**src/hdl/sadt_pkg.sv**
```systemverilog
// Shared types and register codes for the style attribute dedup table.
`timescale 1ns / 1ps
`default_nettype none
package sadt_pkg;

    // resolved appearance: colors carry the set flag in bit 24
    typedef struct packed {
        logic [24:0] fore;
        logic [24:0] back;
        logic [2:0]  flags;
    } t_appear;

    // register indexes on the configuration port
    localparam logic [1:0] REG_BASE_STYLE   = 2'd0;
    localparam logic [1:0] REG_MAX_STYLE    = 2'd1;
    localparam logic [1:0] REG_DEFAULT_FORE = 2'd2;
    localparam logic [1:0] REG_DEFAULT_BACK = 2'd3;

endpackage
`default_nettype wire

```
**src/hdl/sadt_table.sv**
```systemverilog
// Appearance store with one write port, one registered read port and the match compare.
`timescale 1ns / 1ps
`default_nettype none
module sadt_table #(
    parameter int TABLE_DEPTH = 64
) (
    input  wire                                      i_clk,
    input  wire                                      i_wr_en,
    input  wire [((TABLE_DEPTH > 1) ? $clog2(TABLE_DEPTH) : 1)-1:0] i_wr_addr,
    input  wire sadt_pkg::t_appear                   i_wr_data,
    input  wire [((TABLE_DEPTH > 1) ? $clog2(TABLE_DEPTH) : 1)-1:0] i_rd_addr,
    input  wire sadt_pkg::t_appear                   i_probe,
    output logic                                     o_match
);

    sadt_pkg::t_appear r_mem [TABLE_DEPTH];
    sadt_pkg::t_appear r_rd_data;

    // write and registered read
    always_ff @(posedge i_clk) begin
        if (i_wr_en) begin
            r_mem[i_wr_addr] <= i_wr_data;
        end
        r_rd_data <= r_mem[i_rd_addr];
    end

    // compare the entry read last cycle against the probe
    assign o_match = (r_rd_data == i_probe);

endmodule
`default_nettype wire

```
**src/hdl/style_attribute_dedup_table.sv**
```systemverilog
// Top level: span appearance resolve, table scan sequencer, config port and result register.
`timescale 1ns / 1ps
`default_nettype none
// Each span with nonzero length is resolved (inverse fills unset colors from the
// defaults, then swaps), then the stored appearances are scanned one entry per
// cycle through the table's single read port, and the span is given the matching
// slot, a new slot, or slot 0 with the sticky budget flag; the scan stops at the
// first match. A result held by i_out_stall delays the finish of the following
// span. A zero-length span gives no result. o_in_stall is high while a span is
// being worked on. The result register lets the next span be accepted while a
// result still waits on i_out_stall. The table has no reset pass: entries are
// only read below the fill count, which reset and doc_start clear.
module style_attribute_dedup_table #(
    parameter int TABLE_DEPTH = 64
) (
    input  wire         i_clk,
    input  wire         i_rst_n,
    // configuration port
    input  wire         psel,
    input  wire         penable,
    input  wire         pwrite,
    input  wire  [3:0]  paddr,
    input  wire  [31:0] pwdata,
    output logic [31:0] prdata,
    output logic        pready,
    // span input
    input  wire         i_in_valid,
    output logic        o_in_stall,
    input  wire         i_doc_start,
    input  wire  [31:0] i_span_start,
    input  wire  [31:0] i_span_length,
    input  wire         i_fore_set,
    input  wire  [23:0] i_fore_rgb,
    input  wire         i_back_set,
    input  wire  [23:0] i_back_rgb,
    input  wire         i_bold,
    input  wire         i_italic,
    input  wire         i_underline,
    input  wire         i_inverse,
    input  wire         i_strike,
    // result output
    output logic        o_out_valid,
    input  wire         i_out_stall,
    output logic [7:0]  o_style_number,
    output logic [31:0] o_out_start,
    output logic [31:0] o_out_length,
    output logic        o_strike_out,
    output logic        o_define_new,
    output logic        o_def_fore_set,
    output logic [23:0] o_def_fore_rgb,
    output logic        o_def_back_set,
    output logic [23:0] o_def_back_rgb,
    output logic [2:0]  o_def_flags,
    output logic        o_budget_exceeded,
    output logic [6:0]  o_styles_used
);

    localparam int IDX_W = (TABLE_DEPTH > 1) ? $clog2(TABLE_DEPTH) : 1;
    localparam int CNT_W = $clog2(TABLE_DEPTH + 1);

    typedef enum logic [1:0] {
        S_IDLE,
        S_SCAN,
        S_FIN
    } t_state;

    t_state             r_state;
    logic [7:0]         r_base;
    logic [7:0]         r_max;
    logic [24:0]        r_dflt_fore;
    logic [24:0]        r_dflt_back;
    logic [CNT_W-1:0]   r_count;
    logic               r_budget;
    logic [CNT_W-1:0]   r_idx;
    logic               r_pend;
    logic [IDX_W-1:0]   r_pend_idx;
    logic               r_found;
    logic [IDX_W-1:0]   r_slot;
    sadt_pkg::t_appear  r_probe;
    logic [31:0]        r_start;
    logic [31:0]        r_length;
    logic               r_strike;
    logic               r_out_valid;
    logic [7:0]         r_style;
    logic [31:0]        r_o_start;
    logic [31:0]        r_o_length;
    logic               r_o_strike;
    logic               r_o_define;
    sadt_pkg::t_appear  r_o_def;
    logic               r_o_budget;
    logic [CNT_W-1:0]   r_o_used;

    logic               in_accept;
    logic               cfg_wr;
    logic               out_free;
    logic               tbl_match;
    logic               tbl_wr;
    logic               room;
    logic [8:0]         cap;
    logic [24:0]        in_fore;
    logic [24:0]        in_back;
    sadt_pkg::t_appear  resolved;

    assign pready     = 1'b1;
    assign cfg_wr     = psel && penable && pwrite;
    assign o_in_stall = (r_state != S_IDLE);
    assign in_accept  = i_in_valid && (r_state == S_IDLE);
    assign out_free   = !r_out_valid || !i_out_stall;

    // register readback
    always_comb begin
        prdata = '0;
        case (paddr[3:2])
            sadt_pkg::REG_BASE_STYLE:   prdata = {24'd0, r_base};
            sadt_pkg::REG_MAX_STYLE:    prdata = {24'd0, r_max};
            sadt_pkg::REG_DEFAULT_FORE: prdata = {7'd0, r_dflt_fore};
            sadt_pkg::REG_DEFAULT_BACK: prdata = {7'd0, r_dflt_back};
            default:                    prdata = '0;
        endcase
    end

    // appearance resolve: on inverse, fill unset colors from defaults, then swap
    always_comb begin
        in_fore = {i_fore_set, i_fore_rgb};
        in_back = {i_back_set, i_back_rgb};
        resolved.flags = {i_underline, i_italic, i_bold};
        if (i_inverse) begin
            resolved.fore = i_back_set ? in_back : r_dflt_back;
            resolved.back = i_fore_set ? in_fore : r_dflt_fore;
        end else begin
            resolved.fore = in_fore;
            resolved.back = in_back;
        end
    end

    // room check: capacity is max - base + 1, clamped to the table depth
    assign cap  = {1'b0, r_max} - {1'b0, r_base} + 9'd1;
    assign room = (r_max >= r_base) && (9'(r_count) < cap)
                  && (r_count < CNT_W'(TABLE_DEPTH));
    assign tbl_wr = (r_state == S_FIN) && out_free && !r_found && room;

    sadt_table #(
        .TABLE_DEPTH (TABLE_DEPTH)
    ) u_table (
        .i_clk     (i_clk),
        .i_wr_en   (tbl_wr),
        .i_wr_addr (r_count[IDX_W-1:0]),
        .i_wr_data (r_probe),
        .i_rd_addr (r_idx[IDX_W-1:0]),
        .i_probe   (r_probe),
        .o_match   (tbl_match)
    );

    // sequencer, configuration and result register
    always_ff @(posedge i_clk) begin
        if (!i_rst_n) begin
            r_state     <= S_IDLE;
            r_base      <= 8'd0;
            r_max       <= 8'd255;
            r_dflt_fore <= '0;
            r_dflt_back <= '0;
            r_count     <= '0;
            r_budget    <= 1'b0;
            r_idx       <= '0;
            r_pend      <= 1'b0;
            r_found     <= 1'b0;
            r_out_valid <= 1'b0;
            r_o_budget  <= 1'b0;
            r_o_used    <= '0;
        end else begin
            if (cfg_wr) begin
                case (paddr[3:2])
                    sadt_pkg::REG_BASE_STYLE:   r_base      <= pwdata[7:0];
                    sadt_pkg::REG_MAX_STYLE:    r_max       <= pwdata[7:0];
                    sadt_pkg::REG_DEFAULT_FORE: r_dflt_fore <= pwdata[24:0];
                    sadt_pkg::REG_DEFAULT_BACK: r_dflt_back <= pwdata[24:0];
                    default: ;
                endcase
            end

            if (r_out_valid && !i_out_stall) begin
                r_out_valid <= 1'b0;
            end

            case (r_state)
                S_IDLE: begin
                    if (in_accept) begin
                        if (i_doc_start) begin
                            r_count  <= '0;
                            r_budget <= 1'b0;
                        end
                        r_probe  <= resolved;
                        r_start  <= i_span_start;
                        r_length <= i_span_length;
                        r_strike <= i_strike;
                        r_idx    <= '0;
                        r_pend   <= 1'b0;
                        if (i_span_length != 32'd0) begin
                            r_state <= S_SCAN;
                        end
                    end
                end
                S_SCAN: begin
                    // one read issued and one compare done each cycle
                    if (r_pend && tbl_match) begin
                        r_found <= 1'b1;
                        r_slot  <= r_pend_idx;
                        r_pend  <= 1'b0;
                        r_state <= S_FIN;
                    end else if (!r_pend && (r_idx >= r_count)) begin
                        r_found <= 1'b0;
                        r_state <= S_FIN;
                    end else begin
                        r_pend     <= (r_idx < r_count);
                        r_pend_idx <= r_idx[IDX_W-1:0];
                        if (r_idx < r_count) begin
                            r_idx <= r_idx + CNT_W'(1);
                        end
                    end
                end
                S_FIN: begin
                    if (out_free) begin
                        r_out_valid <= 1'b1;
                        r_o_start   <= r_start;
                        r_o_length  <= r_length;
                        r_o_strike  <= r_strike;
                        r_o_define  <= 1'b0;
                        r_o_def     <= '0;
                        r_o_budget  <= r_budget;
                        r_o_used    <= r_count;
                        r_state     <= S_IDLE;
                        if (r_found) begin
                            r_style <= r_base + 8'(r_slot);
                        end else if (room) begin
                            r_style    <= r_base + 8'(r_count[IDX_W-1:0]);
                            r_count    <= r_count + CNT_W'(1);
                            r_o_used   <= r_count + CNT_W'(1);
                            r_o_define <= 1'b1;
                            r_o_def    <= r_probe;
                        end else begin
                            r_style    <= r_base;
                            r_budget   <= 1'b1;
                            r_o_budget <= 1'b1;
                        end
                    end
                end
                default: r_state <= S_IDLE;
            endcase
        end
    end

    assign o_out_valid       = r_out_valid;
    assign o_style_number    = r_style;
    assign o_out_start       = r_o_start;
    assign o_out_length      = r_o_length;
    assign o_strike_out      = r_o_strike;
    assign o_define_new      = r_o_define;
    assign o_def_fore_set    = r_o_def.fore[24];
    assign o_def_fore_rgb    = r_o_def.fore[23:0];
    assign o_def_back_set    = r_o_def.back[24];
    assign o_def_back_rgb    = r_o_def.back[23:0];
    assign o_def_flags       = r_o_def.flags;
    assign o_budget_exceeded = r_o_budget;
    assign o_styles_used     = 7'(r_o_used);

`ifndef ASSERT_OFF
    // fill count never passes the table depth
    a_count_bound: assert property (@(posedge i_clk) disable iff (!i_rst_n)
        r_count <= CNT_W'(TABLE_DEPTH))
        else $error("fill count beyond table depth");

    // a span with nonzero length keeps the input stalled in the next cycle
    a_busy_after_accept: assert property (@(posedge i_clk) disable iff (!i_rst_n)
        (in_accept && (i_span_length != 32'd0)) |=> o_in_stall)
        else $error("input not stalled after span accepted");

    // a definition beat reports at least one entry held
    a_define_has_entry: assert property (@(posedge i_clk) disable iff (!i_rst_n)
        (r_out_valid && r_o_define) |-> (r_o_used != '0))
        else $error("definition with empty table");

    // budget flag only rises when a span finishes without room
    a_budget_rise: assert property (@(posedge i_clk) disable iff (!i_rst_n)
        $rose(r_budget) |-> ($past(r_state) == S_FIN))
        else $error("budget flag set outside finish step");
`endif

endmodule
`default_nettype wire

```
**config.mk**
```make
export PLATFORM = sky130hd
export DESIGN_NAME = style_attribute_dedup_table
export DESIGN_NICKNAME = d
export VERILOG_FILES = /design/src/hdl/sadt_pkg.sv /design/src/hdl/sadt_table.sv /design/src/hdl/style_attribute_dedup_table.sv
export SDC_FILE = /design/constraint.sdc
export NUM_CORES = 2
export LEC_CHECK = 0
export BUFFER_PORTS_ARGS = -buffer_cell sky130_fd_sc_hd__buf_2
export CAP_MARGIN = 25
export CORE_ASPECT_RATIO = 0.6
export CORE_UTILIZATION = 56
export DETAILED_ROUTE_END_ITERATION = 8
export PLACE_DENSITY = 0.75
export SYNTH_ARGS = -nofsm -noshare
export SYNTH_HDL_FRONTEND = slang
export SYNTH_SLANG_ARGS = --single-unit
export TNS_END_PERCENT = 50
```
**constraint.sdc**
```tcl
create_clock -name i_clk -period 8.05 [get_ports i_clk]
set_input_delay 0.805 -clock i_clk [delete_from_list [all_inputs] [get_ports i_clk]]
set_output_delay 0.805 -clock i_clk [all_outputs]
set_load 0.005 [all_outputs]
```
# Word level (Yosys, flattened, before mapping)
# Memory sizes are Yosys's and may differ from the RTL's. A register that Yosys moved wholly into a read port is not among the register bits.
# Index checks and enable logic that the tools add are counted.
[op_classes]
addsub = 6
n_mux = 41
reduce_logical = 38
eq_ne = 15
shift = 0
mul = 0
bitwise = 3
div = 0
n_lt_le_gt_ge = 5
[ops]
columns = ["operator", "n"]
rows = [
  ["$pmux W32 S4", 1],
  ["$mux W7", 9],
  ["$eq A53 B53 Y1", 1],
  ["$mux W25", 2],
  ["$mux W50", 1],
  ["$reduce_bool A32 Y1", 1],
  ["$pmux W7 S2", 2],
  ["$add A8 B6 Y8", 2],
  ["$mux W1", 16],
  ["$mux W8", 2],
  ["$add A7 B1 Y7 const B", 2],
  ["$ne A2 B2 Y1 const B", 6],
  ["$reduce_and A2 Y1", 6],
  ["$reduce_and A3 Y1", 4],
  ["$reduce_and A4 Y1", 3],
  ["$logic_and A1 B1 Y1", 11],
  ["$mux W2", 5],
  ["$add A9 B1 Y9 const B", 1],
  ["$lt A7 B9 Y1", 1],
  ["$sub A8 B8 Y9", 1],
  ["$ge A8 B8 Y1", 1],
  ["$reduce_bool A2 Y1", 4],
  ["$ge A7 B7 Y1", 1],
  ["$lt A7 B7 Y1", 1],
  ["other kinds (13)", 24],
]
[totals]
ram_bits = 3392
register_bits = 351
elab_cells = 138
inputBits = 163
out_inout_bits = 170
memories = 1
latch_bits = 0
mem_bits_ro = 0
[memory_table]
columns = ["name", "words", "word_bits", "rd", "rd_ports_with_merged_regs", "wr", "line", "rtl"]
rows = [
  ["u_table.r_mem", 64, 53, 1, 1, 1, "sadt_table.sv:16", "sadt_pkg::t_appear r_mem [TABLE_DEPTH];"],
]

# Depth between registers and ports, before layout
[logic_depth]
ltp_word = 9
mapped_depth = 19
mapped_depth_nobuf = 18

# Hierarchy
# Synthesis repeated with hierarchy kept, for this count alone.
[hier_totals]
cells_unflattened = 6808
hier_area_um2 = 145069.1
[modules_own_cells]
columns = ["mod", "cells_per_inst", "instances", "seq_area_each_um2", "area_each_um2"]
rows = [
  ["sadt_table", 5612, 1, 102918.7, 130014.7],
  ["style_attribute_dedup_table", 1196, 1, 9599.2, 15054.4],
]

# Least setup slack after synthesis
# OpenSTA, ideal clock, no wires.
[synth_timing]
path_kind = "register to register"
from = "register r_base[1]"
to = "memory u_table.r_mem[53][0] in the netlist's numbering, enable pin"
setup_slack_ns = -0.873
arrival_time_ns = 8.327
t_required_ns = 7.454
n_path_buf = 2
path_stages_with_launch = 19
synth_period_minus_slack_ns = 8.923
cell_sequence = "dfxtp_1 inv_1 ha_1 inv_1 ha_1 fa_1 nor2b_1 o21a_1 nor2_1 xnor2_1 ha_1 nand2_1 o21ai_0 a21oi_1 or3_1 o21ai_1 buf_2 buf_1 nor4_1"
[synth_via]
elab_chain_len = 8
[synth_rtl]
columns = ["element", "line", "rtl"]
rows = [
  ["from (decl)", "style_attribute_dedup_table.sv:68", "logic [7:0] r_base;"],
  ["from (signal assigned)", "style_attribute_dedup_table.sv:173", "sadt_pkg::REG_BASE_STYLE: r_base <= pwdata[7:0];"],
  ["$sub A8 B8 Y9", "style_attribute_dedup_table.sv:137", "assign cap = {1'b0, r_max} - {1'b0, r_base} + 9'd1;"],
  ["$add A9 B1 Y9", "style_attribute_dedup_table.sv:137", ""],
  ["$lt A7 B9 Y1", "style_attribute_dedup_table.sv:138", "assign room = (r_max >= r_base) && (9'(r_count) < cap)"],
  ["$logic_and A1 B1 Y1 (*)", "style_attribute_dedup_table.sv:138", ""],
  ["$logic_and A1 B1 Y1 (*)", "style_attribute_dedup_table.sv:139", "&& (r_count < CNT_W'(TABLE_DEPTH));"],
  ["$logic_and A1 B1 Y1 (*)", "style_attribute_dedup_table.sv:140", "assign tbl_wr = (r_state == S_FIN) && out_free && !r_found && room;"],
  ["$mux W1 (*)", "sadt_table.sv:21", "if (i_wr_en) begin"],
  ["$mux W1 (implied by the code) (*)", "sadt_table.sv:22", "r_mem[i_wr_addr] <= i_wr_data;"],
  ["to (decl)", "sadt_table.sv:16", ""],
]
# Mark *: on every way between the ends. The rest lies on a longest branch, timed or not.

# Worst setup path in the final report
[layout_timing]
from = "register r_base[1]"
to = "memory u_table.r_mem[12][18] in the netlist's numbering, enable pin"
# Same word-level chain as after synthesis.

==> flow_summary.yaml <==
die:
  start_util: 0.565
  die_h_um: 397
  rows: 144
  die_area_mm2: 0.262
  die_w_um: 660
  ioPinCount: 333
  design.core.area_mm2: 0.257
global_routing:
  grt_pass1_wl_um: 559000
  overflow: 0
  antenna_found_initial: 36
  gr-usage-all-layers: 0.310
  grt_max_degree: 155
  grt_pass1_vias: 70600
synthesis:
  ys_seq_area_frac: 0.774
  synth_area_leaders: "edfxtp_1 75%, mux4_2 17%, dfxtp_1 2.0%"
  synth_area_per_cell_um2: 23.3
  synth_edf_count: 3649
  synth_top_area_share: 0.754
  ys_warn_count: 0
  synthCells: 6243
  yosys_most_used_dff: "edfxtp_1"
  synth_top_cell_by_area: "edfxtp_1"
  syn_area_mm2: 0.145
  synth_cell_types: 62
  async_flop_share: 0
  synth_seq_cells: 3796
setup_path:
  slowest_stage: "buf_4"
  r2r_start: "r_base[1]"
  critPathBufInv: 4
  worstPathArrival_ps: 6450
  end_kind: "flip-flop"
  critical-path-max-stage-delay_ps: 690
  crit_top_cell: "ha_1"
  critical_path_class: "flip-flop to flip-flop"
  cp_cell_sequence: "inv_1 -> ha_1 -> inv_1 -> ha_1 -> fa_1 -> nor2b_1 -> o21a_1 -> nor2_1 -> xnor2_1 -> ha_1 -> nand2_1 -> nor3_1 -> a21oi_1 -> or3_1 -> o21ai_4 -> buf_4 -> nor4_2 -> buf_4"
  crit_family: "buffers and inverters"
  critPathLaunch: "r_base[1]"
  critical_path_required_ps: 8510
  worst-path-max-fanout: 51
  r2r_cells: 18
  cp.depth: 18
  cp-start-kind: "flip-flop"
timing:
  drv_slew: 0
  skew_ps: 40.9
  worstMarginPinSlew_ps: 1200
  relSlewSlack: 0.200
  fmaxAchievable_ghz: 0.167
  min_period_over_period: 0.744
  period_needed_ps: 5990
  rsz0062_at_grt: "no"
  finalSetupViolCount: 0
  hold_violations: 0
cts:
  cts.clk_slew.worst_paths_ps: 70
  holdBufCountCts: 0
  cts_buffers: 331
  clockBufferDepth: 4
  cts_setup_buffers: 0
  cts-resized-gates: 0
  clock-root-buffer: "clkbuf_16"
  clkSinkCount: 3796
  cts_tree: "done"
  htreeDepth: 5
  clock_latency_ps: 880
final_layout:
  nets: 7026
  final_cells: 10500
  final_cell_mix: "3,649 x edfxtp_1, 1,121 x mux4_2, 342 x clkbuf_16, 314 x buf_2, 228 x buf_4"
  fin_util: 0.634
  register_area_mm2: 0.113
  layout-drive-gt1-share: 0.315
  layout_commonest_cell: "edfxtp_1"
  areaGrowthSynthToFinish_pct: 12.2
  multi_input_area_mm2: 0.0317
  fillers: 16300
detailed_routing:
  ant_nets: 0
  drt-vias-per-instance: 6.98
  drtPass1Iterations: 6
  wire_per_inst_um: 38.6
  via_count: 73500
  dr.first_iter.drc_count: 13000
  drc_errors: 0
  routed_wl_um: 407000
hold_path:
  min_path_type: "input port to flip-flop"
  min_path_cells: 1
  worstHoldStart: "i_span_start[20]"
status:
  status: "complete, no violations"
job:
  drv_cap: 0
place:
  numPortBuffers: 315
  dp.cells: 9906
  gp_congestion: 0.960
  hpwl_um: 236000
power_and_ir_drop:
  leakage_nw: 50.1
  power.total_w: 0.0394
  ir_worst_vdd_mv: 0.156
  power-per-cell-area_mw_per_mm2: 242
-- power by group --
| group | internal, W | leakage (nW) | total, W | switching, W |
|---|---|---|---|---|
| logic | 0.000386 | 10.9 | 0.00143 | 0.00104 |
| registers | 0.0218 | 34.1 | 0.0220 | 0.000115 |
| clock network | 0.00891 | 5.18 | 0.0160 | 0.00713 |
| total | 0.0311 | 50.1 | 0.0394 | 0.00829 |
-- path summary, 6_finish.rpt --
kind | end | slack, ps
hold reg to reg | o_out_length[0] | 400
setup / recovery | u_table.r_mem[12][18] | 2060
hold / removal | r_start[20] | 100
setup reg to reg | u_table.r_mem[12][18] | 2060
-- Yosys cell counts, drive strengths merged, types with 9 or more instances --
cell and n:
a21o 9, a21oi 124, a31oi 10, and2 53, buf 152, clkbuf 182
dfxtp 147, edfxtp 3649, ha 44, inv 42, mux2i 83, mux4 1121
nand2 159, nand2b 28, nand3 21, nand4 18, nor2 100, nor2b 30
nor3 41, nor4 47, o211ai 10, o21ai 29, or3 13, xnor2 36
xor2 21
-- kinds of logic after synthesis --
| group | after synthesis | share of synthesized area |
|---|---|---|
| AO/OA/AOI/OAI | 214 | 0.00859 |
| XOR/XNOR | 57 | 0.00344 |
| adder cells (fa/ha/maj) | 50 | 0.00461 |
| buffers and inverters | 376 | 0.0109 |
| flip-flops | 3796 | 0.774 |
| multiplexers | 1206 | 0.180 |
| other | 2 | 0.0000517 |
| AND/OR/NAND/NOR | 542 | 0.0186 |
-- layer usage --
metal  wire (um)  track usage  vias to the layer above  share of wire
li1            -            -                    27600              -
met1      151000        0.465                    38700           0.37
met2      176000        0.437                     6436           0.43
met3       65400        0.107                      760           0.16
met4       13800       0.0881                       26          0.034
met5         162            0                        -        0.00040
-- cell type report --
class / instances / area share
diodes: 14 / 0.000215
clock buffers: 437 / 0.0556
clock inverters: 161 / 0.00971
inverters: 42 / 0.00105
multi-input cells: 2077 / 0.194
flip-flops and latches: 3796 / 0.690
well taps: 3431 / 0.0263
repair buffers: 565 / 0.0229
-- per-stage QoR --
step           setup slack [ps]  hold WS, ps  instance area (um2)  setup TNS [ps]
2_1_floorplan              -873          400               145000        -1431560
3_5_place_dp               2060          405               152000               0
6_report                   2060         97.5               163000               0
4_1_cts                    2030         66.4               163000               0
3_3_place_gp               2030          400               152000               0
5_1_grt                    1850         80.8               163000               0
-- state kept, by name, summed over array words and instances, names as in the netlist, 24 cells and up --
name and count:
u_table.r_mem 3392, r_probe 53, u_table.r_rd_data 53, o_out_length 32, o_out_start 32, r_length 32, r_start 32, r_dflt_back 25
r_dflt_fore 25, o_def_back_rgb 24, o_def_fore_rgb 24
-- worst reg2reg max path, stage by stage (launching register included) --
cell	delay (ps)
dfxtp_1	440
inv_1	190
ha_1	340
inv_1	50
ha_1	260
fa_1	470
nor2b_1	170
o21a_1	170
nor2_1	110
xnor2_1	80
ha_1	280
nand2_1	70
nor3_1	190
a21oi_1	130
or3_1	470
o21ai_4	670
buf_4	690
nor4_2	260
buf_4	450
Note: power is estimated with default switching activity, not from simulation.
